`src/tts_pkg.sv`:
```
// ----------------------------------------------------------------------------
// tts_pkg
// Shared types and constants for the truth-table store with Walsh transform.
// ----------------------------------------------------------------------------
package tts_pkg;

  localparam int TABLE_W  = 64;
  localparam int HANDLE_W = 10;
  localparam int COEF_W   = 8;
  localparam int CMD_W    = 2;
  localparam int ERR_W    = 2;

  typedef enum logic [CMD_W-1:0] {
    CMD_NOT   = 2'd0,
    CMD_AND   = 2'd1,
    CMD_XOR   = 2'd2,
    CMD_XFORM = 2'd3
  } cmd_t;

  typedef enum logic [ERR_W-1:0] {
    ERR_OK    = 2'd0,
    ERR_FULL  = 2'd1,
    ERR_UNDEF = 2'd2
  } err_t;

  typedef enum logic [1:0] {
    RD_A,
    RD_B,
    RD_IDX
  } rd_sel_t;

  typedef enum logic [3:0] {
    S_IDLE,
    S_CHECK,
    S_FETCH_A,
    S_FETCH_B,
    S_BUILD,
    S_SEARCH,
    S_XFORM,
    S_OUT
  } state_t;

  typedef struct packed {
    logic    capture;
    rd_sel_t rd_sel;
    logic    latch_a;
    logic    latch_b;
    logic    build;
    logic    search;
    logic    load_hit;
    logic    load_full;
    logic    append;
    logic    load_bad;
    logic    pass;
    logic    first_coef;
    logic    next_coef;
  } ctrl_t;

  typedef struct packed {
    logic bad;
    logic is_xform;
    logic hit;
    logic miss;
    logic full;
    logic pass_done;
    logic out_last;
  } status_t;

endpackage

```
`src/tts_ctrl.sv`:
```
// ----------------------------------------------------------------------------
// tts_ctrl
// Sequencer: operand check, fetch, search or transform passes, result beats.
// ----------------------------------------------------------------------------
module tts_ctrl import tts_pkg::*; (
  input  logic    clk,
  input  logic    rst,
  input  logic    in_valid,
  output logic    in_ready,
  output logic    out_valid,
  input  logic    out_ready,
  input  status_t status,
  output ctrl_t   ctrl
);

  state_t state, state_next;

  always_ff @(posedge clk) begin
    if (rst) begin
      state <= S_IDLE;
    end else begin
      state <= state_next;
    end
  end

  always_comb begin
    state_next = state;
    unique case (state)
      S_IDLE:    if (in_valid) state_next = S_CHECK;
      S_CHECK:   state_next = status.bad ? S_OUT : S_FETCH_A;
      S_FETCH_A: state_next = S_FETCH_B;
      S_FETCH_B: state_next = S_BUILD;
      S_BUILD:   state_next = status.is_xform ? S_XFORM : S_SEARCH;
      S_SEARCH:  if (status.hit || status.miss) state_next = S_OUT;
      S_XFORM:   if (status.pass_done) state_next = S_OUT;
      S_OUT:     if (out_ready && status.out_last) state_next = S_IDLE;
      default:   state_next = S_IDLE;
    endcase
  end

  always_comb begin
    ctrl      = '0;
    ctrl.rd_sel = RD_IDX;
    in_ready  = 1'b0;
    out_valid = 1'b0;
    unique case (state)
      S_IDLE: begin
        in_ready     = 1'b1;
        ctrl.capture = in_valid;
      end
      S_CHECK: begin
        ctrl.rd_sel   = RD_A;
        ctrl.load_bad = status.bad;
      end
      S_FETCH_A: begin
        ctrl.rd_sel  = RD_B;
        ctrl.latch_a = 1'b1;
      end
      S_FETCH_B: ctrl.latch_b = 1'b1;
      S_BUILD:   ctrl.build = 1'b1;
      S_SEARCH: begin
        ctrl.search = 1'b1;
        if (status.hit) begin
          ctrl.load_hit = 1'b1;
        end else if (status.miss) begin
          ctrl.load_full = status.full;
          ctrl.append    = !status.full;
        end
      end
      S_XFORM: begin
        if (status.pass_done) ctrl.first_coef = 1'b1;
        else ctrl.pass = 1'b1;
      end
      S_OUT: begin
        out_valid      = 1'b1;
        ctrl.next_coef = out_ready && !status.out_last;
      end
      default: ;
    endcase
  end

endmodule

```
`config.mk`:
```
export PLATFORM = sky130hd
export DESIGN_NAME = tts_ctrl
export DESIGN_NICKNAME = d
export VERILOG_FILES = /design/src/tts_pkg.sv /design/src/tts_ctrl.sv
export SDC_FILE = /design/constraint.sdc
export NUM_CORES = 1
export LEC_CHECK = 0
export ABC_AREA = 1
export BUFFER_PORTS_ARGS = -buffer_cell sky130_fd_sc_hd__buf_2
export CAP_MARGIN = 30
export CORE_AREA = 2 2 39 41
export DETAILED_ROUTE_END_ITERATION = 7
export DIE_AREA = 0 0 41 43
export GPL_TIMING_DRIVEN = 0
export PLACE_DENSITY = 0.7
export SYNTH_ARGS = -nofsm -noshare
export SYNTH_HDL_FRONTEND = slang
export SYNTH_SLANG_ARGS = --single-unit
```
`constraint.sdc`:
```
create_clock -name clk -period 1.57 [get_ports clk]
set_clock_uncertainty 0.1 [all_clocks]
set_input_delay 0.0785 -clock clk [delete_from_list [all_inputs] [get_ports clk]]
set_output_delay 0.0785 -clock clk [all_outputs]
set_load 0.005 [all_outputs]
```
==> impl_metrics.env <==
export IMPL_multi_input_area_um2=288
export IMPL_routed_wirelength_um=1100
export IMPL_period_needed_ps=1420
export IMPL_layout_drive_gt1_share=0.485
export IMPL_outcome="finished clean"
export IMPL_htree_levels=1
export IMPL_maxSlewViolCount=0
export IMPL_cp_top_family="buffers and inverters"
export IMPL_layout_setup_ws_ps=152
export IMPL_clk_pin_slew_ps=40
export IMPL_ios=27
export IMPL_grt_pass1_vias=465
export IMPL_first_pass_iters=4
export IMPL_cellLeakagePower_nw=0.381
export IMPL_cts_made_buffers=3
export IMPL_hold_viol=0
export IMPL_startpoint_type="flop"
export IMPL_cp_max_fo=9
export IMPL_p_per_area_nw_per_um2=1600
export IMPL_syn_nets=83
export IMPL_pre_cts_slack_ps=352
export IMPL_seq_area_frac_synth=0.135
export IMPL_yosysTopAreaCell="dfxtp_1"
export IMPL_grt_start_max_net_pins=11
export IMPL_final_cell_mix="26 x buf_2, 12 x nand2_1, 11 x inv_1, 9 x nor2_2, 9 x nor2_1"
export IMPL_largest_reg_flops=3
export IMPL_drv_cap=0
export IMPL_post_route_period_util=0.903
export IMPL_p_clk_frac=0.138
export IMPL_fin_tns_setup_ps=0
export IMPL_fillers=146
export IMPL_placed_area_um2=594
export IMPL_coreArea_um2=1380
export IMPL_vias=543
export IMPL_areaGrowthSynthToFinish_pct=42.0
export IMPL_drt_iter0_markers=8
export IMPL_p_int_w=0.000512
export IMPL_p_seq_frac=0.126
export IMPL_synth_top_area_frac=0.135
export IMPL_antenna_found_initial=0
export IMPL_clock_sink_count=3
export IMPL_regArea_um2=60.1
export IMPL_die_x_um=41
export IMPL_crit_chain="buf_6, inv_4, nor3_1, a21o_2, inv_1, buf_2"
export IMPL_arrival_ps=1240
export IMPL_synth_seq_cells=3
export IMPL_clock_fmax_ghz=0.705
export IMPL_synth_warnings=0
export IMPL_crit_path_top_delay_cell="dfxtp_1"
export IMPL_swShare=0.493
export IMPL_crit_required_ps=1390
export IMPL_p_comb_frac=0.736
export IMPL_grt_ovfl_total=0
export IMPL_final_area_um2=631
export IMPL_die_h_um=43
export IMPL_power_w=0.00101
export IMPL_reg2reg_from="state[1]"
export IMPL_cts_tree="built"
export IMPL_synthCells=72
export IMPL_synth_area_top_cells="dfxtp_1 14%, nor2_2 13%, nand2_1 10%"
export IMPL_synth_avg_cell_area_um2=6.17
export IMPL_portBuffers=26
export IMPL_tightest_slew_ps=241
export IMPL_synth_cell_types=20
export IMPL_start_util=0.321
export IMPL_reg2reg_slack_ps=330
export IMPL_viasPerCell=4.56
export IMPL_row_count=14
export IMPL_cts_path_max_buffers=2
export IMPL_grt_pass1_wl_um=1750
export IMPL_mostFrequentLayoutCell="buf_2"
export IMPL_crit_start="state[1]"
export IMPL_min_path_type="input pin to flop"
export IMPL_regMostFlops="state"
export IMPL_critPathCaptureType="primary output"
export IMPL_die_area_um2=1760
export IMPL_syn_area_um2=444
export IMPL_ir_drop_uv=577
export IMPL_antenna_left=0
export IMPL_critPathKind="flop to primary output"
export IMPL_p_switching_w=0.000497
export IMPL_slew_headroom=0.838
export IMPL_wl_per_cell_um=9.24
export IMPL_root_buffer="clkbuf_4"
export IMPL_critPathBufInv=4
export IMPL_finalSetupViolCount=0
export IMPL_finalNetCount=115
export IMPL_drcViolationCount=0
export IMPL_clock_latency_ps=240
export IMPL_hpwl_um=871
export IMPL_gp_congestion=0.829
export IMPL_rsz0062_at_grt="false"
export IMPL_max_stage_delay_ps=320
export IMPL_hp_start="status[5]"
export IMPL_antenna_cells=0
export IMPL_gr_usage_all_layers=0.144
export IMPL_reg_top3="state x3"
-- synth_stat cells --
cell,number
nor2_1,9
nand3_4,1
nand4_1,1
nand2_4,1
nand3_1,5
o21ai_0,2
dfxtp_1,3
nand3_2,2
a21oi_1,4
inv_1,11
nor3_2,1
nor3_1,2
nor2_2,9
buf_6,3
a211oi_1,1
nor4_1,1
inv_4,2
nand2_1,12
a21o_2,1
inv_6,1
-- metal layers --
metal  global-route usage  vias to the layer above  wire [µm]
met2                0.234                       16        562
met4                0.100                        0         30
met3               0.0157                        4         59
met5                    0                        -          0
li1                     -                      285          -
met1                0.163                      238        446
-- final timing paths --
path,endpoint,depth (start not counted)
hold / removal,state[1],5
setup / recovery,ctrl[12],6
hold reg to reg,state[2],3
setup reg to reg,state[0],7
-- metrics by stage --
step,hold WS [ps],util,instances
after floorplan,47.6,-,72
final,146,0.456,119
after CTS,143,0.456,119
after global routing,190,0.456,119
after detailed placement,180,0.429,114
after global placement,178,0.429,114
-- worst register-to-register path: stages (launching register included) --
cell and delay, ps:
dfxtp_1 300, buf_6 140, inv_4 80, nand3_4 90, o21ai_0 230, nor2_1 70
nand2_1 70, a21oi_1 50
-- cell type report --
cell class / count / area share
tap: 16 / 0.0317
timing repair buffer: 27 / 0.222
inverter: 14 / 0.0992
multi-input combinational: 52 / 0.456
buffer: 3 / 0.0536
clock buffer: 4 / 0.0417
sequential: 3 / 0.0952
-- cell families after synthesis --
family,Yosys count,share of synthesized area
buffers and inverters,17,0.217
DFF,3,0.135
AOI/OAI and AO/OA,8,0.104
and+or+nand+nor,44,0.544
-- power by group through the flow --
stage / sequential, W / clock (W) / combinational (W)
global placement: 0.000126 / 0 / 0.000735
floorplan: 0.000126 / 0 / 0.000557
finish: 0.000128 / 0.000139 / 0.000743
global route: 0.000132 / 0.000142 / 0.000838
CTS: 0.000128 / 0.000141 / 0.000749
detailed placement: 0.000129 / 0 / 0.000743
-- repair_timing --
action / 4_1_cts / 5_1_grt
buffers inserted: 0 / 0
gates resized for setup: 0 / 0
endpoints found under the setup margin: 0 / 0
endpoints found under the hold margin: 3 / 0
hold buffers: 1 / 0
Note: power is estimated with default switching activity, not from simulation.
